### src/sv/sbts_pkg.sv
`timescale 1ns / 1ps
`default_nettype none
// ----------------------------------------------------------------------------
// sbts_pkg
// shared types and constants of the sprite batch texture slotter
// ----------------------------------------------------------------------------
package sbts_pkg;

  // default build values
  localparam int BATCH_VERTICES_DEF = 4096;
  localparam int TEXTURE_SLOTS_DEF  = 32;
  localparam int FRAME_QUADS_DEF    = 65536;

  // geometry of one sprite quad
  localparam int QUAD_VERTS   = 4;
  localparam int QUAD_INDICES = 6;

  // fixed field widths of the streams
  localparam int HANDLE_W = 16;
  localparam int BATCH_W  = 16;
  localparam int SLOT_W   = 5;
  localparam int USED_W   = 6;
  localparam int FVERT_W  = 18;
  localparam int FINDEX_W = 19;
  localparam int VCOUNT_W = 13;
  localparam int ICOUNT_W = 13;

  localparam int OUT_FIELDS_W = BATCH_W + SLOT_W + USED_W + FVERT_W + FINDEX_W
                                + VCOUNT_W + ICOUNT_W;
  localparam int OUT_TDATA_W  = ((OUT_FIELDS_W + 7) / 8) * 8;
  localparam int OUT_PAD_W    = OUT_TDATA_W - OUT_FIELDS_W;

  // most records one quad can cause
  localparam int MAX_RECS = 3;

  typedef enum logic [0:0] {
    REC_QUAD  = 1'b0,
    REC_CLOSE = 1'b1
  } rec_kind_t;

  typedef struct packed {
    rec_kind_t             kind;
    logic [BATCH_W-1:0]    batch;
    logic [SLOT_W-1:0]     slot;
    logic [USED_W-1:0]     used;
    logic [FVERT_W-1:0]    first_vertex;
    logic [FINDEX_W-1:0]   first_index;
    logic [VCOUNT_W-1:0]   vertex_count;
    logic [ICOUNT_W-1:0]   index_count;
    logic                  last;
  } sbts_rec_t;

  // records produced for one accepted quad, first in entry 0
  typedef struct packed {
    logic [1:0]                  num;
    sbts_rec_t [MAX_RECS-1:0]    rec;
  } sbts_load_t;

endpackage : sbts_pkg
`default_nettype wire

### src/sv/sbts_slot_cam.sv
`timescale 1ns / 1ps
`default_nettype none
// ----------------------------------------------------------------------------
// sbts_slot_cam
// texture slot store with a parallel compare over the occupied slots
// ----------------------------------------------------------------------------
module sbts_slot_cam
  import sbts_pkg::*;
#(
  parameter int TEXTURE_SLOTS = TEXTURE_SLOTS_DEF,
  localparam int FW = $clog2(TEXTURE_SLOTS + 1),
  localparam int SW = (TEXTURE_SLOTS > 1) ? $clog2(TEXTURE_SLOTS) : 1
) (
  input  wire logic                clk,
  input  wire logic [HANDLE_W-1:0] handle,
  input  wire logic [FW-1:0]       fill,
  input  wire logic                wr_en,
  input  wire logic [SW-1:0]       wr_slot,
  output logic                     hit,
  output logic [SW-1:0]            hit_slot
);

  logic [HANDLE_W-1:0] img_r [TEXTURE_SLOTS];
  logic [TEXTURE_SLOTS-1:0] match;

  // only slots below the fill count are live
  always_comb begin
    for (int i = 0; i < TEXTURE_SLOTS; i++) begin
      match[i] = (FW'(i) < fill) && (img_r[i] == handle);
    end
  end

  // lowest matching slot wins
  always_comb begin
    hit      = 1'b0;
    hit_slot = '0;
    for (int i = TEXTURE_SLOTS - 1; i >= 0; i--) begin
      if (match[i]) begin
        hit      = 1'b1;
        hit_slot = SW'(i);
      end
    end
  end

  always_ff @(posedge clk) begin
    if (wr_en) begin
      img_r[wr_slot] <= handle;
    end
  end

endmodule : sbts_slot_cam
`default_nettype wire

### src/sv/sbts_batch_ctrl.sv
`timescale 1ns / 1ps
`default_nettype none
// ----------------------------------------------------------------------------
// sbts_batch_ctrl
// batch state, split decisions and record building for one quad per cycle while accept is high
// ----------------------------------------------------------------------------
module sbts_batch_ctrl
  import sbts_pkg::*;
#(
  parameter int BATCH_VERTICES = BATCH_VERTICES_DEF,
  parameter int TEXTURE_SLOTS  = TEXTURE_SLOTS_DEF,
  parameter int FRAME_QUADS    = FRAME_QUADS_DEF
) (
  input  wire logic                clk,
  input  wire logic                rst_n,
  input  wire logic                accept,
  input  wire logic [HANDLE_W-1:0] image_handle,
  input  wire logic                frame_end,
  output sbts_load_t               load
);

  localparam int VMOD = QUAD_VERTS * FRAME_QUADS;
  localparam int IMOD = QUAD_INDICES * FRAME_QUADS;
  localparam int VW   = $clog2(VMOD);
  localparam int IW   = $clog2(IMOD);
  localparam int FW   = $clog2(TEXTURE_SLOTS + 1);
  localparam int SW   = (TEXTURE_SLOTS > 1) ? $clog2(TEXTURE_SLOTS) : 1;
  localparam int BVW  = $clog2(BATCH_VERTICES + 1);
  localparam int CW   = (VW > BVW) ? VW : BVW;

  localparam logic [VW:0] VMOD_L = (VW + 1)'(VMOD);
  localparam logic [IW:0] IMOD_L = (IW + 1)'(IMOD);

  function automatic logic [VW-1:0] vdist(logic [VW-1:0] p, logic [VW-1:0] s);
    logic [VW:0] d;
    if (p >= s) d = {1'b0, p} - {1'b0, s};
    else        d = {1'b0, p} + (VMOD_L - {1'b0, s});
    return d[VW-1:0];
  endfunction

  function automatic logic [IW-1:0] idist(logic [IW-1:0] p, logic [IW-1:0] s);
    logic [IW:0] d;
    if (p >= s) d = {1'b0, p} - {1'b0, s};
    else        d = {1'b0, p} + (IMOD_L - {1'b0, s});
    return d[IW-1:0];
  endfunction

  logic [FW-1:0]      fill_r,   fill_nxt;
  logic [BATCH_W-1:0] batch_r,  batch_nxt;
  logic [VW-1:0]      vpos_r,   vpos_nxt;
  logic [IW-1:0]      ipos_r,   ipos_nxt;
  logic [VW-1:0]      vstart_r, vstart_nxt;
  logic [IW-1:0]      istart_r, istart_nxt;

  logic          hit, hit_eff;
  logic [SW-1:0] hit_slot, slot;
  logic [VW-1:0] bv_cur, bv_end, vstart_q, vpos_n;
  logic [IW-1:0] bi_cur, bi_end, istart_q, ipos_n;
  logic          split_v, split_s, close_a;
  logic [BATCH_W-1:0] batch_q;
  logic [FW-1:0] fill_base, fill_q;
  logic [VW:0]   vinc;
  logic [IW:0]   iinc;
  sbts_rec_t     rec_a, rec_q, rec_b;

  sbts_slot_cam #(
    .TEXTURE_SLOTS(TEXTURE_SLOTS)
  ) u_cam (
    .clk     (clk),
    .handle  (image_handle),
    .fill    (fill_r),
    .wr_en   (accept && !hit_eff),
    .wr_slot (slot),
    .hit     (hit),
    .hit_slot(hit_slot)
  );

  always_comb begin
    bv_cur  = vdist(vpos_r, vstart_r);
    bi_cur  = idist(ipos_r, istart_r);
    // batch already at the vertex limit
    split_v = CW'(bv_cur) >= CW'(BATCH_VERTICES);
    hit_eff = hit && !split_v;
    // new texture and no free slot
    split_s = !split_v && !hit && (fill_r >= FW'(TEXTURE_SLOTS));
    close_a = split_v || split_s;

    batch_q   = close_a ? batch_r + BATCH_W'(1) : batch_r;
    vstart_q  = close_a ? vpos_r : vstart_r;
    istart_q  = close_a ? ipos_r : istart_r;
    fill_base = close_a ? '0 : fill_r;
    slot      = hit_eff ? hit_slot : fill_base[SW-1:0];
    fill_q    = hit_eff ? fill_base : fill_base + FW'(1);

    vinc   = {1'b0, vpos_r} + (VW + 1)'(QUAD_VERTS);
    iinc   = {1'b0, ipos_r} + (IW + 1)'(QUAD_INDICES);
    vpos_n = (vinc >= VMOD_L) ? VW'(vinc - VMOD_L) : vinc[VW-1:0];
    ipos_n = (iinc >= IMOD_L) ? IW'(iinc - IMOD_L) : iinc[IW-1:0];
    bv_end = vdist(vpos_n, vstart_q);
    bi_end = idist(ipos_n, istart_q);
  end

  // record builders
  always_comb begin
    rec_a.kind         = REC_CLOSE;
    rec_a.batch        = batch_r;
    rec_a.slot         = '0;
    rec_a.used         = USED_W'(fill_r);
    rec_a.first_vertex = FVERT_W'(vstart_r);
    rec_a.first_index  = FINDEX_W'(istart_r);
    rec_a.vertex_count = VCOUNT_W'(bv_cur);
    rec_a.index_count  = ICOUNT_W'(bi_cur);
    rec_a.last         = 1'b0;

    rec_q.kind         = REC_QUAD;
    rec_q.batch        = batch_q;
    rec_q.slot         = SLOT_W'(slot);
    rec_q.used         = USED_W'(fill_q);
    rec_q.first_vertex = FVERT_W'(vpos_r);
    rec_q.first_index  = FINDEX_W'(ipos_r);
    rec_q.vertex_count = '0;
    rec_q.index_count  = '0;
    rec_q.last         = !frame_end;

    rec_b.kind         = REC_CLOSE;
    rec_b.batch        = batch_q;
    rec_b.slot         = '0;
    rec_b.used         = USED_W'(fill_q);
    rec_b.first_vertex = FVERT_W'(vstart_q);
    rec_b.first_index  = FINDEX_W'(istart_q);
    rec_b.vertex_count = VCOUNT_W'(bv_end);
    rec_b.index_count  = ICOUNT_W'(bi_end);
    rec_b.last         = 1'b1;
  end

  // compact the records, first one in entry 0
  always_comb begin
    load.num = 2'd1 + {1'b0, close_a} + {1'b0, frame_end};
    if (close_a) begin
      load.rec[0] = rec_a;
      load.rec[1] = rec_q;
      load.rec[2] = rec_b;
    end else begin
      load.rec[0] = rec_q;
      load.rec[1] = rec_b;
      load.rec[2] = rec_b;
    end
  end

  always_comb begin
    fill_nxt   = fill_r;
    batch_nxt  = batch_r;
    vpos_nxt   = vpos_r;
    ipos_nxt   = ipos_r;
    vstart_nxt = vstart_r;
    istart_nxt = istart_r;
    if (accept) begin
      if (frame_end) begin
        fill_nxt   = '0;
        batch_nxt  = '0;
        vpos_nxt   = '0;
        ipos_nxt   = '0;
        vstart_nxt = '0;
        istart_nxt = '0;
      end else begin
        fill_nxt   = fill_q;
        batch_nxt  = batch_q;
        vpos_nxt   = vpos_n;
        ipos_nxt   = ipos_n;
        vstart_nxt = vstart_q;
        istart_nxt = istart_q;
      end
    end
  end

  always_ff @(posedge clk) begin
    if (!rst_n) begin
      fill_r   <= '0;
      batch_r  <= '0;
      vpos_r   <= '0;
      ipos_r   <= '0;
      vstart_r <= '0;
      istart_r <= '0;
    end else begin
      fill_r   <= fill_nxt;
      batch_r  <= batch_nxt;
      vpos_r   <= vpos_nxt;
      ipos_r   <= ipos_nxt;
      vstart_r <= vstart_nxt;
      istart_r <= istart_nxt;
    end
  end

endmodule : sbts_batch_ctrl
`default_nettype wire

### src/sv/sbts_rec_queue.sv
`timescale 1ns / 1ps
`default_nettype none
// ----------------------------------------------------------------------------
// sbts_rec_queue
// result register holding the records of one quad, drained one per cycle while head_ready is high
// ----------------------------------------------------------------------------
module sbts_rec_queue
  import sbts_pkg::*;
(
  input  wire logic       clk,
  input  wire logic       rst_n,
  input  wire logic       load_en,
  input  wire sbts_load_t load,
  output logic            load_ready,
  output logic            head_valid,
  input  wire logic       head_ready,
  output sbts_rec_t       head
);

  sbts_rec_t  rec_r [MAX_RECS];
  sbts_rec_t  rec_nxt [MAX_RECS];
  logic [1:0] cnt_r, cnt_nxt;
  logic       fire;

  assign head_valid = (cnt_r != 2'd0);
  assign head       = rec_r[0];
  assign fire       = head_valid && head_ready;
  // take a new quad once the final record of the previous one is leaving
  assign load_ready = (cnt_r == 2'd0) || ((cnt_r == 2'd1) && head_ready);

  always_comb begin
    cnt_nxt = cnt_r;
    for (int i = 0; i < MAX_RECS; i++) begin
      rec_nxt[i] = rec_r[i];
    end
    if (load_en) begin
      cnt_nxt = load.num;
      for (int i = 0; i < MAX_RECS; i++) begin
        rec_nxt[i] = load.rec[i];
      end
    end else if (fire) begin
      cnt_nxt = cnt_r - 2'd1;
      for (int i = 0; i < MAX_RECS - 1; i++) begin
        rec_nxt[i] = rec_r[i+1];
      end
    end
  end

  always_ff @(posedge clk) begin
    if (!rst_n) begin
      cnt_r <= '0;
    end else begin
      cnt_r <= cnt_nxt;
    end
  end

  always_ff @(posedge clk) begin
    for (int i = 0; i < MAX_RECS; i++) begin
      rec_r[i] <= rec_nxt[i];
    end
  end

endmodule : sbts_rec_queue
`default_nettype wire

### src/sv/sprite_batch_texture_slotter_unit.sv
`timescale 1ns / 1ps
`default_nettype none
// ----------------------------------------------------------------------------
// sprite_batch_texture_slotter_unit
// splits a sorted stream of sprite quads into texture-slotted draw batches
// ----------------------------------------------------------------------------
// usage
//   in_*  : one sprite quad per word, texture handle in tdata, tlast on the
//           last quad of a frame
//   out_* : one quad record per quad, plus a batch close record before it
//           when the batch splits and after it on the frame's last quad;
//           tuser gives the record kind, tlast marks the last record of a quad
// the first record of a quad is on out_* in the cycle after acceptance
// throughput: one quad per cycle while each quad gives one record and
//   out_tready is high; a quad with two or three records holds in_tready
//   low until the register drains them, one per cycle with out_tready high
// the texture lookup compares all occupied slots in parallel in the cycle
//   the quad is accepted, and a texture new to the batch is stored in that cycle
// reset clears the batch state and the record register; slot contents are
//   not cleared, as only slots below the fill count are ever compared
// a stall on out_tready holds the current record; in_tready drops as soon as
//   more than the leaving record is still waiting
// a quad with in_tlast set closes the batch and returns the block to its
//   reset state for the next frame
// ----------------------------------------------------------------------------
module sprite_batch_texture_slotter_unit
  import sbts_pkg::*;
#(
  parameter int BATCH_VERTICES = BATCH_VERTICES_DEF,
  parameter int TEXTURE_SLOTS  = TEXTURE_SLOTS_DEF,
  parameter int FRAME_QUADS    = FRAME_QUADS_DEF
) (
  input  wire logic                   clk,
  input  wire logic                   rst_n,
  // input words
  input  wire logic                   in_tvalid,
  output logic                        in_tready,
  input  wire logic [HANDLE_W-1:0]    in_tdata,   // image_handle
  input  wire logic                   in_tlast,   // frame_end
  // result words
  output logic                        out_tvalid,
  input  wire logic                   out_tready,
  // batch_number, texture_slot, slots_used, first_vertex, first_index,
  // vertex_count, index_count, zero fill
  output logic [OUT_TDATA_W-1:0]      out_tdata,
  output logic                        out_tuser,  // record_kind
  output logic                        out_tlast   // last
);

  sbts_load_t load;
  sbts_rec_t  head;
  logic       in_accept;

  assign in_accept = in_tvalid && in_tready;

  // batch state, slot lookup and record building
  sbts_batch_ctrl #(
    .BATCH_VERTICES(BATCH_VERTICES),
    .TEXTURE_SLOTS (TEXTURE_SLOTS),
    .FRAME_QUADS   (FRAME_QUADS)
  ) u_ctrl (
    .clk         (clk),
    .rst_n       (rst_n),
    .accept      (in_accept),
    .image_handle(in_tdata),
    .frame_end   (in_tlast),
    .load        (load)
  );

  // result register, drained one record per word
  sbts_rec_queue u_queue (
    .clk       (clk),
    .rst_n     (rst_n),
    .load_en   (in_accept),
    .load      (load),
    .load_ready(in_tready),
    .head_valid(out_tvalid),
    .head_ready(out_tready),
    .head      (head)
  );

  // pack the record, first field lowest
  assign out_tdata = {{OUT_PAD_W{1'b0}}, head.index_count, head.vertex_count,
                      head.first_index, head.first_vertex, head.used,
                      head.slot, head.batch};
  assign out_tuser = head.kind;
  assign out_tlast = head.last;

  // ready for a quad only when at most the final record of the last one waits
  a_ready_drained: assert property (@(posedge clk) disable iff (!rst_n)
    in_tready |-> (!out_tvalid || (out_tready && out_tlast)))
    else $error("input ready while earlier records still pending");

  // every accepted quad yields a record in the next cycle
  a_accept_gives_record: assert property (@(posedge clk) disable iff (!rst_n)
    (in_tvalid && in_tready) |=> out_tvalid)
    else $error("accepted quad produced no record");

  // quad records carry no counts
  a_quad_no_counts: assert property (@(posedge clk) disable iff (!rst_n)
    (out_tvalid && (out_tuser == REC_QUAD)) |->
      (head.vertex_count == '0 && head.index_count == '0))
    else $error("quad record with non-zero counts");

endmodule : sprite_batch_texture_slotter_unit
`default_nettype wire

### config.mk
export PLATFORM = sky130hd
export DESIGN_NAME = sprite_batch_texture_slotter_unit
export DESIGN_NICKNAME = d
export VERILOG_FILES = /design/src/sv/sbts_pkg.sv /design/src/sv/sbts_slot_cam.sv /design/src/sv/sbts_batch_ctrl.sv /design/src/sv/sbts_rec_queue.sv /design/src/sv/sprite_batch_texture_slotter_unit.sv
export SDC_FILE = /design/constraint.sdc
export NUM_CORES = 1
export LEC_CHECK = 0
export BUFFER_PORTS_ARGS = -buffer_cell sky130_fd_sc_hd__buf_2
export CAP_MARGIN = 20
export CORE_ASPECT_RATIO = 0.7
export CORE_MARGIN = 1.5
export CORE_UTILIZATION = 39
export CTS_CLUSTER_DIAMETER = 150
export DETAILED_ROUTE_END_ITERATION = 8
export PLACE_DENSITY = 0.66
export SETUP_SLACK_MARGIN = 0.02
export SKIP_CTS_REPAIR_TIMING = 1
export SLEW_MARGIN = 30
export SYNTH_ARGS = -nofsm -noshare
export SYNTH_HDL_FRONTEND = slang
export SYNTH_SLANG_ARGS = --single-unit
export TNS_END_PERCENT = 5
### constraint.sdc
create_clock -name clk -period 7.9 [get_ports clk]
set_clock_uncertainty 0.2 [all_clocks]
set_input_delay 0.79 -clock clk [delete_from_list [all_inputs] [get_ports clk]]
set_output_delay 0.79 -clock clk [all_outputs]
set_load 0.005 [all_outputs]
==> out/results.txt <==
P_leak: 16.67 nW
fin. max-slew vios: 0
# setup viols final: 0
DR WL/cell: 20.99 microns
Syn. warnings: 0
Max transition margin: 35.71%
Mapped Avg Cell Area: 12.23 sq um
total CTS buffers: 90
fill count: 9916
max cap viols: 0
# IOs: 121
initial antenna violation count: 10
chip width: 398.3 microns
Cells after Synth: 3489
critical path class: reg2reg
Power Density: 259.3 nW/um^2
DR iter-0 viols: 2622
# rows: 101
root buffer cell: clkbuf_16
required time of the critical path: 8140 ps
start point of the critical path: u_ctrl.vstart_r[4]$_SDFFE_PN0P_
distinct cell type count after synthesis: 92
DRT antenna net count: 0
Worst setup SP type: flip-flop
Post-Syn Area: 42660 sq um
Synth Register Bits: 874
crit share post-route: 83.37%
CTS clk-pin slew, worst paths: 60 ps
TritonCTS clock tree: done
DR pass1 iterations: 6
H-tree level count: 3
Worst setup EP type: flip-flop
Tmin final: 6586 ps
layout cells sized above 1: 11.92%
Detailed Place HPWL: 70570 microns
global-route wire length before repair: 160000 microns
Min-Delay Path Class: reg2reg
final wirelength: 106500 microns
f_max: 151.8 MHz
# clock sinks: 874
die height: 279.7 microns
proportion of synthesized chip area in sequential cells: 59.29%
total gr overflow: 0
total number of vias: 26980
Final Hold Slack: 311.5 ps
Worst Tran Pin Value: 951.3 ps
outcome: completed
crit-path max FO: 19
antenna fix cells: 0
peak supply drop: 0.0002464 V
vias in the first global route: 25240
Nets: 3636
Via density: 5.318
FFs w/ async S/R, synth: 0%
Initial Utilization: 39.35%
Synth Flop Type: edfxtp_1
worst skew pair latency: 700 ps
RD Place Congestion: 0.9092
IO buf count: 114
die area: 111400 sq um
final hold violation count: 0
GRT Resource Usage Total: 18.84%
hold path start: u_queue.rec_r[0][177]$_DFFE_PP_
core footprint: 108400 sq um
critical path data arrival time: 6830 ps
clock buffer depth: 3
RSZ-0062 raised after global routing: no
R2R Path Start: u_ctrl.vstart_r[4]$_SDFFE_PN0P_
area delta synth->final: 10.98%
pin count of the biggest net entering global routing: 207
final setup TNS: 0 ps
Post-synth EDFFs: 779
DR DRC count: 0
==> per-layer routing <==
layer | share of wire [%] | global-route usage (%) | wire length, microns | up-vias
li1 | - | - | - | 12660
met1 | 48 | 29.27 | 51150 | 13140
met2 | 41 | 25.99 | 43640 | 1051
met3 | 9.0 | 4.450 | 9592 | 134
met4 | 2.0 | 4.621 | 2128 | 0
met5 | 0 | 0 | 0 | -
==> area by class of cell <==
| class | instances | area, sq um | share of cell area, % |
|---|---|---|---|
| clock buffers | 118 | 2440 | 5.153 |
| clock inverters | 50 | 581.8 | 1.229 |
| inverters | 103 | 391.6 | 0.8271 |
| multi-input cells | 2249 | 15150 | 32.00 |
| flip-flops and latches | 874 | 25290 | 53.42 |
| well taps | 1442 | 1804 | 3.810 |
| repair buffers | 238 | 1685 | 3.559 |
==> path summary, 6_finish.rpt <==
check | slack (ps) | end | cells past startpoint
worst max-delay path | 1310 | u_queue.rec_r[0][105]$_DFFE_PP_ | 24
worst max register to register | 1310 | u_queue.rec_r[0][105]$_DFFE_PP_ | 24
worst min-delay path | 310 | u_queue.rec_r[0][85]$_DFFE_PP_ | 2
worst min register to register | 310 | u_queue.rec_r[0][85]$_DFFE_PP_ | 2
==> cells in the mapped netlist, types with 9 or more instances <==
cell	instances	area, sq um
a21o_1	13	97.59
xor2_1	311	2724
mux2i_1	35	350.3
edfxtp_1	779	23390
a22oi_1	75	563.0
buf_4	118	885.9
mux2_2	11	123.9
nor4b_1	14	122.6
o31ai_1	20	150.1
a31oi_1	9	56.30
a22o_1	16	140.1
nand2_1	333	1250
nand2b_1	17	106.4
buf_6	26	292.8
and3_1	29	181.4
o21ai_0	152	760.7
nor2_1	165	619.3
buf_1	13	48.80
dfxtp_1	95	1902
o21bai_1	12	90.09
buf_8	16	240.2
nand3_1	58	290.3
or3_1	15	93.84
nor2b_1	87	544.3
clkbuf_1	82	307.8
and2_1	14	87.58
buf_2	12	60.06
nand4_1	96	600.6
a21oi_1	95	475.5
nand4b_1	15	131.4
nor4_1	108	675.7
nor3_1	49	245.2
inv_1	100	375.4
ha_1	57	713.2
xnor2_1	292	2557
==> placed cells by master, fill, tap and decap left out, types with 8 or more instances in the layout <==
master	count
dfxtp_1	95
xnor2_1	292
buf_4	129
conb_1	11
a21o_1	13
buf_12	8
nor4b_1	14
nor2_1	157
o31ai_1	20
bufinv_16	10
ha_1	57
nand2b_1	17
nor2_2	8
nor4_1	106
o21bai_1	12
nand3_1	58
a22oi_1	75
or3_1	15
clkinv_2	17
nor3_1	49
inv_1	99
a21oi_1	95
o21ai_0	152
clkbuf_1	22
nand4b_1	15
clkbuf_16	92
and2_1	14
nand2_1	332
mux2i_1	35
edfxtp_1	779
nor2b_1	87
a31oi_1	9
xor2_1	311
mux2_2	10
buf_2	98
clkinv_1	18
nand4_1	96
a22o_1	16
and3_1	29
==> critical path: stages, from the launching register on <==
cell and delay, ps:
dfxtp_1 440, inv_1 140, ha_1 240, or3_1 340, o221a_2 300, a41oi_2 450
a21oi_2 150, o31ai_2 260, nand4_1 420, a31oi_4 650, buf_4 370, nor2_1 70
a21oi_1 220, ha_1 310, nor2b_1 160, o21ai_0 180, nand2b_1 120, a21oi_1 180
maj3_2 240, o21bai_1 80, a21oi_2 200, o21ai_0 120, a21oi_1 200, xnor2_1 110
a22o_1 210
==> sequential cells by signal (all words and copies together) (netlist names) <==
signal / cells
u_ctrl.batch_r: 16
u_queue.rec_r: 267
u_ctrl.u_cam.img_r: 512
u_ctrl.ipos_r: 18
u_ctrl.istart_r: 19
u_ctrl.vpos_r: 16
u_ctrl.fill_r: 6
u_queue.cnt_r: 2
u_ctrl.vstart_r: 18
==> kinds of logic (layout without fill, tap and decap cells) <==
family / after synthesis / in the layout / synth area share (%)
AND/OR/NAND/NOR: 1065 / 1065 / 13.04
flip-flops: 874 / 874 / 59.29
XOR/XNOR: 604 / 604 / 12.42
AO/OA/AOI/OAI: 463 / 463 / 6.915
buffers and inverters: 376 / 509 / 5.426
adder cells (fa/ha/maj): 60 / 60 / 1.792
multiplexers: 46 / 46 / 1.112
other: 1 / 11 / 0.008790
==> stage by stage <==
stage,std cells,power (mW),util [%],instance area (sq um),setup WS (ps)
after floorplan,3499,7.435,-,42700,1740
after global placement,4904,7.974,40.82,44260,1033
after detailed placement,4904,8.010,40.83,44270,992.6
after CTS,5072,12.37,43.61,47290,1335
after global routing,5074,12.77,43.67,47350,901.0
final,5074,12.28,43.67,47350,1314
==> power by group <==
group	leakage [nW]	switching (mW)	total, mW	internal [mW]
clock network	1.47	1.85	4.36	2.52
registers	8.04	0.160	5.84	5.68
logic	7.16	1.40	2.08	0.680
total	16.7	3.40	12.3	8.87
Note: power is estimated with default switching activity, not from simulation.
